$ cat src/hdl/pifrl_pkg.sv
// shared types and constants of the per-identifier frame rate limiter
// used by every module of the block except pifrl_ram; no dependencies
`timescale 1ns / 1ps
`default_nettype none

package pifrl_pkg;

  localparam int unsigned TRACK_SLOTS_DEF = 16;

  localparam int unsigned ID_W       = 29;
  localparam int unsigned TIME_W     = 64;
  localparam int unsigned INTV_W     = 32;
  localparam int unsigned CNT_W      = 32;
  localparam int unsigned FLAGS_W    = 6;
  localparam int unsigned OVR_SLOTS  = 3;
  localparam int unsigned REQ_W      = 2;
  localparam int unsigned CFG_ADDR_W = 3;
  localparam int unsigned CFG_DATA_W = 32;

  localparam int unsigned S_TDATA_W = 96;
  localparam int unsigned S_TUSER_W = 2;
  localparam int unsigned M_TDATA_W = 64;
  localparam int unsigned M_TUSER_W = 2;

  localparam int unsigned QUEUE_DEPTH = 2;
  localparam int unsigned QPTR_W      = 1;
  localparam int unsigned QCNT_W      = 2;

  localparam logic [CNT_W-1:0] CNT_MAX = '1;

  typedef enum logic [REQ_W-1:0] {
    REQ_FRAME     = 2'd0,
    REQ_CLEAR_TS  = 2'd1,
    REQ_CLEAR_ALL = 2'd2
  } req_type_e;

  typedef enum logic [CFG_ADDR_W-1:0] {
    REG_GLOBAL_INTERVAL = 3'd0,
    REG_OVERRIDE_FLAGS  = 3'd1,
    REG_OVR0_ID         = 3'd2,
    REG_OVR0_INTERVAL   = 3'd3,
    REG_OVR1_ID         = 3'd4,
    REG_OVR1_INTERVAL   = 3'd5,
    REG_OVR2_ID         = 3'd6,
    REG_OVR2_INTERVAL   = 3'd7
  } cfg_reg_e;

  typedef enum logic {
    BK_LOOK,
    BK_EXEC
  } back_state_e;

  // classified request as it travels from the front to the back
  typedef struct packed {
    logic [REQ_W-1:0]  req;
    logic [ID_W-1:0]   frame_id;
    logic [TIME_W-1:0] now_us;
    logic [INTV_W-1:0] interval;
    logic              blocked;
  } work_item_t;

endpackage

`default_nettype wire

$ cat src/hdl/pifrl_ram.sv
// generic single-write, single-read RAM with registered read data
// no package dependencies
`timescale 1ns / 1ps
`default_nettype none

module pifrl_ram #(
  parameter int unsigned WIDTH = 64,
  parameter int unsigned DEPTH = 16,
  localparam int unsigned AddrW = (DEPTH > 1) ? $clog2(DEPTH) : 1
) (
  input  wire logic                  clk_i,
  input  wire logic                  wr_en_i,
  input  wire logic [AddrW-1:0]      wr_addr_i,
  input  wire logic [WIDTH-1:0]      wr_data_i,
  input  wire logic                  rd_en_i,
  input  wire logic [AddrW-1:0]      rd_addr_i,
  output logic      [WIDTH-1:0]      rd_data_o
);

  logic [WIDTH-1:0] mem_q [DEPTH];
  logic [WIDTH-1:0] rd_data_q;

  always_ff @(posedge clk_i) begin
    if (wr_en_i) begin
      mem_q[wr_addr_i] <= wr_data_i;
    end
    if (rd_en_i) begin
      rd_data_q <= mem_q[rd_addr_i];
    end
  end

  assign rd_data_o = rd_data_q;

endmodule

`default_nettype wire

$ cat src/hdl/pifrl_front.sv
// front end: configuration registers and override classification of requests
// depends on pifrl_pkg
`timescale 1ns / 1ps
`default_nettype none

module pifrl_front (
  input  wire logic                               clk_i,
  input  wire logic                               rst_ni,
  input  wire logic                               cfg_valid_i,
  output logic                                    cfg_ready_o,
  input  wire logic [pifrl_pkg::CFG_ADDR_W-1:0]   cfg_addr_i,
  input  wire logic [pifrl_pkg::CFG_DATA_W-1:0]   cfg_data_i,
  input  wire logic                               in_valid_i,
  output logic                                    in_ready_o,
  input  wire logic [pifrl_pkg::REQ_W-1:0]        in_req_i,
  input  wire logic [pifrl_pkg::ID_W-1:0]         in_id_i,
  input  wire logic [pifrl_pkg::TIME_W-1:0]       in_now_i,
  output logic                                    push_valid_o,
  input  wire logic                               push_ready_i,
  output pifrl_pkg::work_item_t                   push_item_o
);

  logic [pifrl_pkg::INTV_W-1:0]  global_intv_q;
  logic [pifrl_pkg::FLAGS_W-1:0] flags_q;
  logic [pifrl_pkg::ID_W-1:0]    ovr_id_q   [pifrl_pkg::OVR_SLOTS];
  logic [pifrl_pkg::INTV_W-1:0]  ovr_intv_q [pifrl_pkg::OVR_SLOTS];

  logic [pifrl_pkg::INTV_W-1:0]  interval;
  logic                          blocked;

  assign cfg_ready_o = 1'b1;

  always_ff @(posedge clk_i or negedge rst_ni) begin
    if (!rst_ni) begin
      global_intv_q <= '0;
      flags_q       <= '0;
      ovr_id_q      <= '{default: '0};
      ovr_intv_q    <= '{default: '0};
    end else if (cfg_valid_i) begin
      unique case (pifrl_pkg::cfg_reg_e'(cfg_addr_i))
        pifrl_pkg::REG_GLOBAL_INTERVAL: global_intv_q <= cfg_data_i[pifrl_pkg::INTV_W-1:0];
        pifrl_pkg::REG_OVERRIDE_FLAGS:  flags_q       <= cfg_data_i[pifrl_pkg::FLAGS_W-1:0];
        pifrl_pkg::REG_OVR0_ID:         ovr_id_q[0]   <= cfg_data_i[pifrl_pkg::ID_W-1:0];
        pifrl_pkg::REG_OVR0_INTERVAL:   ovr_intv_q[0] <= cfg_data_i[pifrl_pkg::INTV_W-1:0];
        pifrl_pkg::REG_OVR1_ID:         ovr_id_q[1]   <= cfg_data_i[pifrl_pkg::ID_W-1:0];
        pifrl_pkg::REG_OVR1_INTERVAL:   ovr_intv_q[1] <= cfg_data_i[pifrl_pkg::INTV_W-1:0];
        pifrl_pkg::REG_OVR2_ID:         ovr_id_q[2]   <= cfg_data_i[pifrl_pkg::ID_W-1:0];
        pifrl_pkg::REG_OVR2_INTERVAL:   ovr_intv_q[2] <= cfg_data_i[pifrl_pkg::INTV_W-1:0];
      endcase
    end
  end

  // walk down so the lowest matching override slot wins
  always_comb begin
    interval = global_intv_q;
    blocked  = 1'b0;
    for (int s = pifrl_pkg::OVR_SLOTS - 1; s >= 0; s--) begin
      if (flags_q[s] && (ovr_id_q[s] == in_id_i)) begin
        interval = ovr_intv_q[s];
        blocked  = flags_q[pifrl_pkg::OVR_SLOTS + s];
      end
    end
  end

  assign push_valid_o = in_valid_i;
  assign in_ready_o   = push_ready_i;
  assign push_item_o  = '{req:      in_req_i,
                          frame_id: in_id_i,
                          now_us:   in_now_i,
                          interval: interval,
                          blocked:  blocked};

endmodule

`default_nettype wire

$ cat src/hdl/pifrl_queue.sv
// short queue between the classifying front and the table back end
// depends on pifrl_pkg
`timescale 1ns / 1ps
`default_nettype none

module pifrl_queue (
  input  wire logic                 clk_i,
  input  wire logic                 rst_ni,
  input  wire logic                 push_valid_i,
  output logic                      push_ready_o,
  input  pifrl_pkg::work_item_t     push_item_i,
  output logic                      pop_valid_o,
  input  wire logic                 pop_ready_i,
  output pifrl_pkg::work_item_t     pop_item_o
);

  pifrl_pkg::work_item_t             entry_q [pifrl_pkg::QUEUE_DEPTH];
  logic [pifrl_pkg::QPTR_W-1:0]      wr_ptr_q, rd_ptr_q;
  logic [pifrl_pkg::QCNT_W-1:0]      count_q;
  logic                              push_fire, pop_fire;

  assign push_ready_o = (count_q != pifrl_pkg::QCNT_W'(pifrl_pkg::QUEUE_DEPTH));
  assign pop_valid_o  = (count_q != '0);
  assign push_fire    = push_valid_i && push_ready_o;
  assign pop_fire     = pop_valid_o && pop_ready_i;
  assign pop_item_o   = entry_q[rd_ptr_q];

  always_ff @(posedge clk_i or negedge rst_ni) begin
    if (!rst_ni) begin
      wr_ptr_q <= '0;
      rd_ptr_q <= '0;
      count_q  <= '0;
    end else begin
      if (push_fire) begin
        wr_ptr_q <= wr_ptr_q + 1'b1;
      end
      if (pop_fire) begin
        rd_ptr_q <= rd_ptr_q + 1'b1;
      end
      if (push_fire && !pop_fire) begin
        count_q <= count_q + 1'b1;
      end else if (pop_fire && !push_fire) begin
        count_q <= count_q - 1'b1;
      end
    end
  end

  always_ff @(posedge clk_i) begin
    if (push_fire) begin
      entry_q[wr_ptr_q] <= push_item_i;
    end
  end

endmodule

`default_nettype wire

$ cat src/hdl/pifrl_back.sv
// back end: tracking table lookup, pass decision, table update and counters
// depends on pifrl_pkg and pifrl_ram
`timescale 1ns / 1ps
`default_nettype none

module pifrl_back #(
  parameter int unsigned TRACK_SLOTS = pifrl_pkg::TRACK_SLOTS_DEF
) (
  input  wire logic                            clk_i,
  input  wire logic                            rst_ni,
  input  wire logic                            pop_valid_i,
  output logic                                 pop_ready_o,
  input  pifrl_pkg::work_item_t                pop_item_i,
  output logic                                 out_valid_o,
  input  wire logic                            out_ready_i,
  output logic                                 out_passed_o,
  output logic                                 out_full_o,
  output logic [pifrl_pkg::CNT_W-1:0]          out_accepted_o,
  output logic [pifrl_pkg::CNT_W-1:0]          out_rejected_o
);

  localparam int unsigned IdxW = (TRACK_SLOTS > 1) ? $clog2(TRACK_SLOTS) : 1;

  pifrl_pkg::back_state_e            state_q, state_d;
  pifrl_pkg::work_item_t             item_q;

  logic [TRACK_SLOTS-1:0]            slot_valid_q;
  logic [pifrl_pkg::ID_W-1:0]        slot_ident_q [TRACK_SLOTS];

  logic [TRACK_SLOTS-1:0]            match;
  logic                              hit_c, free_any_c;
  logic [IdxW-1:0]                   hit_idx_c, free_idx_c;
  logic                              hit_q, free_any_q;
  logic [IdxW-1:0]                   hit_idx_q, free_idx_q;

  logic [pifrl_pkg::CNT_W-1:0]       pass_total_q, pass_total_d;
  logic [pifrl_pkg::CNT_W-1:0]       drop_total_q, drop_total_d;

  logic                              out_valid_q;
  logic                              out_passed_q, out_full_q;
  logic [pifrl_pkg::CNT_W-1:0]       out_acc_q, out_rej_q;

  logic                              pop_fire, can_fire, exec_fire;
  logic                              pass_c, full_c, wr_en, claim, clear_tbl;
  logic [IdxW-1:0]                   wr_idx;
  logic [pifrl_pkg::TIME_W-1:0]      last_pass;
  logic [pifrl_pkg::TIME_W:0]        elapsed;
  logic                              time_ok;

  assign pop_ready_o = (state_q == pifrl_pkg::BK_LOOK);
  assign pop_fire    = pop_valid_i && pop_ready_o;
  assign can_fire    = !out_valid_q || out_ready_i;

  // associative match of the incoming identifier and lowest free entry
  always_comb begin
    hit_idx_c  = '0;
    free_idx_c = '0;
    for (int i = 0; i < TRACK_SLOTS; i++) begin
      match[i] = slot_valid_q[i] && (slot_ident_q[i] == pop_item_i.frame_id);
    end
    for (int i = TRACK_SLOTS - 1; i >= 0; i--) begin
      if (match[i]) begin
        hit_idx_c = IdxW'(i);
      end
      if (!slot_valid_q[i]) begin
        free_idx_c = IdxW'(i);
      end
    end
  end

  assign hit_c      = |match;
  assign free_any_c = !(&slot_valid_q);

  pifrl_ram #(
    .WIDTH (pifrl_pkg::TIME_W),
    .DEPTH (TRACK_SLOTS)
  ) u_last_pass (
    .clk_i     (clk_i),
    .wr_en_i   (wr_en),
    .wr_addr_i (wr_idx),
    .wr_data_i (item_q.now_us),
    .rd_en_i   (pop_fire),
    .rd_addr_i (hit_idx_c),
    .rd_data_o (last_pass)
  );

  // a borrow means time ran backwards, which counts as zero elapsed
  assign elapsed = {1'b0, item_q.now_us} - {1'b0, last_pass};
  assign time_ok = !elapsed[pifrl_pkg::TIME_W] &&
                   (elapsed[pifrl_pkg::TIME_W-1:0] >=
                    pifrl_pkg::TIME_W'(item_q.interval));

  always_comb begin
    state_d      = state_q;
    exec_fire    = 1'b0;
    pass_c       = 1'b0;
    full_c       = 1'b0;
    wr_en        = 1'b0;
    wr_idx       = hit_idx_q;
    claim        = 1'b0;
    clear_tbl    = 1'b0;
    pass_total_d = pass_total_q;
    drop_total_d = drop_total_q;
    unique case (state_q)
      pifrl_pkg::BK_LOOK: begin
        if (pop_valid_i) begin
          state_d = pifrl_pkg::BK_EXEC;
        end
      end
      pifrl_pkg::BK_EXEC: begin
        if (can_fire) begin
          exec_fire = 1'b1;
          state_d   = pifrl_pkg::BK_LOOK;
          unique case (item_q.req)
            pifrl_pkg::REQ_FRAME: begin
              priority if (item_q.blocked) begin
                pass_c = 1'b0;
              end else if (item_q.interval == '0) begin
                pass_c = 1'b1;
              end else if (!hit_q) begin
                pass_c = 1'b1;
              end else begin
                pass_c = time_ok;
              end
              if (pass_c) begin
                if (hit_q) begin
                  wr_en = 1'b1;
                end else if (free_any_q) begin
                  wr_en  = 1'b1;
                  wr_idx = free_idx_q;
                  claim  = 1'b1;
                end else begin
                  full_c = 1'b1;
                end
                if (pass_total_q != pifrl_pkg::CNT_MAX) begin
                  pass_total_d = pass_total_q + pifrl_pkg::CNT_W'(1);
                end
              end else if (drop_total_q != pifrl_pkg::CNT_MAX) begin
                drop_total_d = drop_total_q + pifrl_pkg::CNT_W'(1);
              end
            end
            pifrl_pkg::REQ_CLEAR_TS: begin
              clear_tbl = 1'b1;
            end
            pifrl_pkg::REQ_CLEAR_ALL: begin
              clear_tbl    = 1'b1;
              pass_total_d = '0;
              drop_total_d = '0;
            end
            default: begin
              // unused request code answers like a clear and changes nothing
            end
          endcase
        end
      end
      default: begin
        state_d = pifrl_pkg::BK_LOOK;
      end
    endcase
  end

  always_ff @(posedge clk_i or negedge rst_ni) begin
    if (!rst_ni) begin
      state_q      <= pifrl_pkg::BK_LOOK;
      slot_valid_q <= '0;
      pass_total_q <= '0;
      drop_total_q <= '0;
      out_valid_q  <= 1'b0;
    end else begin
      state_q      <= state_d;
      pass_total_q <= pass_total_d;
      drop_total_q <= drop_total_d;
      if (clear_tbl) begin
        slot_valid_q <= '0;
      end else if (claim) begin
        slot_valid_q[free_idx_q] <= 1'b1;
      end
      if (exec_fire) begin
        out_valid_q <= 1'b1;
      end else if (out_ready_i) begin
        out_valid_q <= 1'b0;
      end
    end
  end

  always_ff @(posedge clk_i) begin
    if (pop_fire) begin
      item_q     <= pop_item_i;
      hit_q      <= hit_c;
      hit_idx_q  <= hit_idx_c;
      free_any_q <= free_any_c;
      free_idx_q <= free_idx_c;
    end
    if (claim) begin
      slot_ident_q[free_idx_q] <= item_q.frame_id;
    end
    if (exec_fire) begin
      out_passed_q <= pass_c;
      out_full_q   <= full_c;
      out_acc_q    <= pass_total_d;
      out_rej_q    <= drop_total_d;
    end
  end

  assign out_valid_o    = out_valid_q;
  assign out_passed_o   = out_passed_q;
  assign out_full_o     = out_full_q;
  assign out_accepted_o = out_acc_q;
  assign out_rejected_o = out_rej_q;

endmodule

`default_nettype wire

$ cat src/hdl/per_id_frame_rate_limiter_unit.sv
// Per-identifier frame rate limiter. Each request (frame check or clear) gives one result.
// The front end takes one request per cycle into a two-entry queue while the queue has room
// and resolves the override slots on the way in; the back end handles every request in a
// look state, which searches the tracking table and reads the last pass time from its RAM,
// then an exec state, which compares elapsed time, updates the table and counters and loads
// the output register and waits there while the output is stalled. The back end takes no new
// request until it has finished the current one. Tracking entries carry valid bits cleared
// by reset and by clear requests, so no clearing pass runs after reset. Configuration writes
// take effect in the cycle after the transfer and are always accepted.
// depends on pifrl_pkg, pifrl_front, pifrl_queue, pifrl_back, pifrl_ram
`timescale 1ns / 1ps
`default_nettype none

module per_id_frame_rate_limiter_unit #(
  parameter int unsigned TRACK_SLOTS = pifrl_pkg::TRACK_SLOTS_DEF
) (
  input  wire logic                               clk_i,
  input  wire logic                               rst_ni,
  input  wire logic                               cfg_valid_i,
  output logic                                    cfg_ready_o,
  input  wire logic [pifrl_pkg::CFG_ADDR_W-1:0]   cfg_addr_i,
  input  wire logic [pifrl_pkg::CFG_DATA_W-1:0]   cfg_data_i,
  input  wire logic                               s_axis_tvalid,
  output logic                                    s_axis_tready,
  // frame_id [28:0], now_us [92:29], zero pad [95:93]
  input  wire logic [pifrl_pkg::S_TDATA_W-1:0]    s_axis_tdata,
  // req_type [1:0]
  input  wire logic [pifrl_pkg::S_TUSER_W-1:0]    s_axis_tuser,
  output logic                                    m_axis_tvalid,
  input  wire logic                               m_axis_tready,
  // accepted_count [31:0], rejected_count [63:32]
  output logic [pifrl_pkg::M_TDATA_W-1:0]         m_axis_tdata,
  // passed [0], tracking_full [1]
  output logic [pifrl_pkg::M_TUSER_W-1:0]         m_axis_tuser
);

  logic                              push_valid, push_ready;
  pifrl_pkg::work_item_t             push_item;
  logic                              pop_valid, pop_ready;
  pifrl_pkg::work_item_t             pop_item;
  logic                              out_passed, out_full;
  logic [pifrl_pkg::CNT_W-1:0]       out_acc, out_rej;

  pifrl_front u_front (
    .clk_i        (clk_i),
    .rst_ni       (rst_ni),
    .cfg_valid_i  (cfg_valid_i),
    .cfg_ready_o  (cfg_ready_o),
    .cfg_addr_i   (cfg_addr_i),
    .cfg_data_i   (cfg_data_i),
    .in_valid_i   (s_axis_tvalid),
    .in_ready_o   (s_axis_tready),
    .in_req_i     (s_axis_tuser),
    .in_id_i      (s_axis_tdata[pifrl_pkg::ID_W-1:0]),
    .in_now_i     (s_axis_tdata[pifrl_pkg::ID_W+pifrl_pkg::TIME_W-1:pifrl_pkg::ID_W]),
    .push_valid_o (push_valid),
    .push_ready_i (push_ready),
    .push_item_o  (push_item)
  );

  pifrl_queue u_queue (
    .clk_i        (clk_i),
    .rst_ni       (rst_ni),
    .push_valid_i (push_valid),
    .push_ready_o (push_ready),
    .push_item_i  (push_item),
    .pop_valid_o  (pop_valid),
    .pop_ready_i  (pop_ready),
    .pop_item_o   (pop_item)
  );

  pifrl_back #(
    .TRACK_SLOTS (TRACK_SLOTS)
  ) u_back (
    .clk_i          (clk_i),
    .rst_ni         (rst_ni),
    .pop_valid_i    (pop_valid),
    .pop_ready_o    (pop_ready),
    .pop_item_i     (pop_item),
    .out_valid_o    (m_axis_tvalid),
    .out_ready_i    (m_axis_tready),
    .out_passed_o   (out_passed),
    .out_full_o     (out_full),
    .out_accepted_o (out_acc),
    .out_rejected_o (out_rej)
  );

  assign m_axis_tdata = {out_rej, out_acc};
  assign m_axis_tuser = {out_full, out_passed};

endmodule

`default_nettype wire

$ cat config.mk
export PLATFORM = sky130hd
export DESIGN_NAME = per_id_frame_rate_limiter_unit
export DESIGN_NICKNAME = d
export VERILOG_FILES = /design/src/hdl/pifrl_pkg.sv /design/src/hdl/pifrl_ram.sv /design/src/hdl/pifrl_front.sv /design/src/hdl/pifrl_queue.sv /design/src/hdl/pifrl_back.sv /design/src/hdl/per_id_frame_rate_limiter_unit.sv
export SDC_FILE = /design/constraint.sdc
export NUM_CORES = 2
export LEC_CHECK = 0
export BUFFER_PORTS_ARGS = -buffer_cell sky130_fd_sc_hd__buf_2
export CAP_MARGIN = 10
export CORE_ASPECT_RATIO = 0.9
export CORE_MARGIN = 2
export CORE_UTILIZATION = 40
export CTS_BUF_LIST = sky130_fd_sc_hd__clkbuf_4 sky130_fd_sc_hd__clkbuf_8 sky130_fd_sc_hd__clkbuf_16
export CTS_CLUSTER_DIAMETER = 40
export CTS_CLUSTER_SIZE = 10
export DETAILED_ROUTE_END_ITERATION = 10
export SYNTH_ARGS = -nofsm -noshare
export SYNTH_HDL_FRONTEND = slang
export SYNTH_SLANG_ARGS = --single-unit
$ cat constraint.sdc
create_clock -name clk_i -period 12.4 [get_ports clk_i]
set_clock_uncertainty 0.1 [all_clocks]
set_input_delay 1.24 -clock clk_i [delete_from_list [all_inputs] [get_ports clk_i]]
set_output_delay 1.24 -clock clk_i [all_outputs]
set_load 0.01 [all_outputs]
==> flow_metrics.env <==
export IMPL_setup_violations=0
export IMPL_synth_compound_area_share_pct=3.304
export IMPL_yosysWarnings=0
export IMPL_initial_core_util_pct=40.23
export IMPL_core_sq_um=249900
export IMPL_dieWidth_microns=532.5
export IMPL_powerDensity_nw_per_um2=233.0
export IMPL_end_kind="flop"
export IMPL_cp_slowest_cell="edfxtp_1"
export IMPL_avgViaCountPerCell=5.581
export IMPL_clkTransAtPathRegs_ns=0.05
export IMPL_synth_cells=6485
export IMPL_synthArstFlopShare_pct=13.24
export IMPL_critPathMaxStageDelay_ns=0.71
export IMPL_firstDrtPassIters=5
export IMPL_worst_pin_slew_ns=1.325
export IMPL_top_layer="met5"
export IMPL_path_class="reg -> reg"
export IMPL_drt_iter0_drc=6235
export IMPL_finalNetCount=7165
export IMPL_p_leak_nw=43.11
export IMPL_finalCriticalPeriod_ns=9.198
export IMPL_hold_class="in -> async"
export IMPL_hold_buffers=0
export IMPL_grt_pass1_vias=57456
export IMPL_dp_hpwl_microns=172100
export IMPL_fin_cells=10516
export IMPL_ys_seq_elements=2319
export IMPL_seq_area_frac_synth_pct=67.74
export IMPL_synth_edff_count=2012
export IMPL_cp_top_family="simple AND/OR/NAND/NOR gates"
export IMPL_synth_area_sq_um=100500
export IMPL_rsz0062_at_grt="no"
export IMPL_cp_num_buf_inv=4
export IMPL_met3_length_microns=21010
export IMPL_fin_crit_sh_pct=74.17
export IMPL_fill_cells=21597
export IMPL_htreeDepth=5
export IMPL_gp_congestion=0.9448
export IMPL_final_cell_mix="2012 x edfxtp_1, 975 x mux2i_1, 530 x xnor2_1"
export IMPL_final_antenna_net_count=0
export IMPL_remaining_drc_errors=0
export IMPL_die_h_microns=479.6
export IMPL_cts_buffers=337
export IMPL_synth_area_per_cell_sq_um=15.50
export IMPL_clock_latency_ns=0.88
export IMPL_top_level_ports=207
export IMPL_synth_top_family_by_area="multiplexers"
export IMPL_tns_ns=0
export IMPL_cp_max_fo=35
export IMPL_seq_area_sq_um=68100
export IMPL_dp_cells=9929
export IMPL_finalWirelength_microns=281700
export IMPL_peakVddDrop_uv=156.2
export IMPL_synth_simple_gate_area_share_pct=6.361
export IMPL_synth_adder_area_share_pct=1.277
export IMPL_ys_types=94
export IMPL_worstSetupStartpointType="flop"
export IMPL_wl_per_cell_microns=26.79
export IMPL_status="completed"
export IMPL_syn_nets=6725
export IMPL_grt_start_max_net_pins=118
export IMPL_area_delta_synth_final_pct=16.59
export IMPL_rr_worst_depth=26
export IMPL_via_count=58688
export IMPL_cap_violations=0
export IMPL_hold_viol=0
export IMPL_multiInputGateArea_sq_um=30670
export IMPL_overflow=0
export IMPL_final_common_cell="edfxtp_1"
export IMPL_crit_arrival_ns=9.54
export IMPL_ctsResizeCount=0
export IMPL_synthMuxAreaShare_pct=13.96
export IMPL_cts_setup_buffers=0
export IMPL_ctsLongestPathBuffers=4
export IMPL_synth_xor_area_share_pct=5.201
export IMPL_cts_tree="yes"
export IMPL_met2_length_microns=122900
export IMPL_cp_depth=26
export IMPL_relSlewSlack_pct=11.68
export IMPL_grt_usage_pct=21.49
export IMPL_antenna_found_initial=24
export IMPL_synthFlopType="edfxtp_1"
export IMPL_layout_drive_gt1_share_pct=18.95
export IMPL_io_buffers=202
export IMPL_crit_required_ns=12.74
export IMPL_wl_met1_microns=128400
export IMPL_grt_pass1_wl_microns=402500
export IMPL_cts_root_buf="clkbuf_16"
export IMPL_num_rows=174
export IMPL_drv_slew=0
export IMPL_fmax_ghz=0.1087
export IMPL_clock_sinks=2319
export IMPL_die_area_sq_um=255400
through the flow:
step	instance area, sq um	hold slack [ns]	worst slack, ns	util (%)	power, mW
2_1_floorplan	100500	0.3608	0.1641	-	14.93
3_3_place_gp	105900	0.3320	3.424	42.37	17.73
3_5_place_dp	105900	0.3358	3.315	42.37	17.77
4_1_cts	117200	0.3165	3.226	46.89	27.38
5_1_grt	117200	0.3288	2.698	46.90	28.35
6_report	117200	0.2764	3.202	46.90	27.31
worst register-to-register path, delay by kind of cell, from the launching register on:
family          cells  cell delay, ns
simple gates       12            3.24
compound gates      6            1.90
buf+inv             4            1.57
fa+ha+maj           3            1.03
flops               1            0.71
xor+xnor            1            0.20
metal layers:
layer	GRT usage [%]	vias to the layer above
met1	31.67	30065
li1	-	25749
met2	32.18	2363
met4	6.987	12
met3	3.756	499
met5	0	-
registers in the layout, summed over array words and instances, names as in the netlist, 64 cells and up:
signal / count
u_front.ovr_id_q: 87
u_back.u_last_pass.mem_q: 1024
u_back.slot_ident_q: 464
u_back.item_q: 128
u_front.ovr_intv_q: 96
u_queue.entry_q: 256
u_back.u_last_pass.rd_data_o: 64
final timing paths:
kind                                    from                         endpoint  slack [ns]
max in group asynchronous             rst_ni                 u_queue.rd_ptr_q       10.09
min reg2reg                u_back.item_q[97]        u_back.slot_ident_q[0][0]        0.34
max                        u_back.item_q[33]  u_back.u_last_pass.mem_q[6][18]        3.20
min in group clk_i         u_back.item_q[97]        u_back.slot_ident_q[0][0]        0.34
min                                   rst_ni           u_back.pass_total_q[8]        0.28
max reg2reg                u_back.item_q[33]  u_back.u_last_pass.mem_q[6][18]        3.20
power by group:
| part | switching [mW] | internal [mW] | total (mW) |
|---|---|---|---|
| Sequential | 0.992 | 10.2 | 11.2 |
| Combinational | 4.47 | 2.12 | 6.59 |
| Clock | 3.45 | 6.09 | 9.54 |
| Total | 8.91 | 18.4 | 27.3 |
logic make-up after synthesis:
group | Yosys count
compound gates | 486
xor+xnor | 597
fa+ha+maj | 102
buf+inv | 425
flops | 2319
mux | 1329
other cells | 1
simple gates | 1226
synthesized netlist by cell type (all sizes together), types with 67 or more instances:
| master | instances | area, sq um |
|---|---|---|
| edfxtp | 2012 | 60420 |
| xor2 | 67 | 586.8 |
| mux2i | 1004 | 10370 |
| buf | 155 | 1155 |
| nand2 | 345 | 1298 |
| nor2 | 143 | 536.8 |
| nor4 | 261 | 1658 |
| clkbuf | 108 | 405.4 |
| inv | 162 | 608.1 |
| dfrtp | 307 | 7682 |
| xnor2 | 530 | 4642 |
| ha | 101 | 1264 |
| nand3 | 116 | 580.6 |
| o21ai | 84 | 420.4 |
| a21oi | 111 | 559.3 |
| nor3 | 73 | 365.4 |
| mux2 | 325 | 3660 |
| nand4 | 109 | 681.9 |
final cells by class:
type / instances / share of cell area (%)
Clock buffer: 432 / 7.948
Antenna cell: 5 / 0.01067
Clock inverter: 149 / 1.696
Timing Repair Buffer: 364 / 1.983
Sequential cell: 2319 / 58.10
Tap cell: 3344 / 3.569
Inverter: 162 / 0.5273
Multi-Input combinational cell: 3741 / 26.17
No activity file was read; power rests on OpenSTA's default activity.
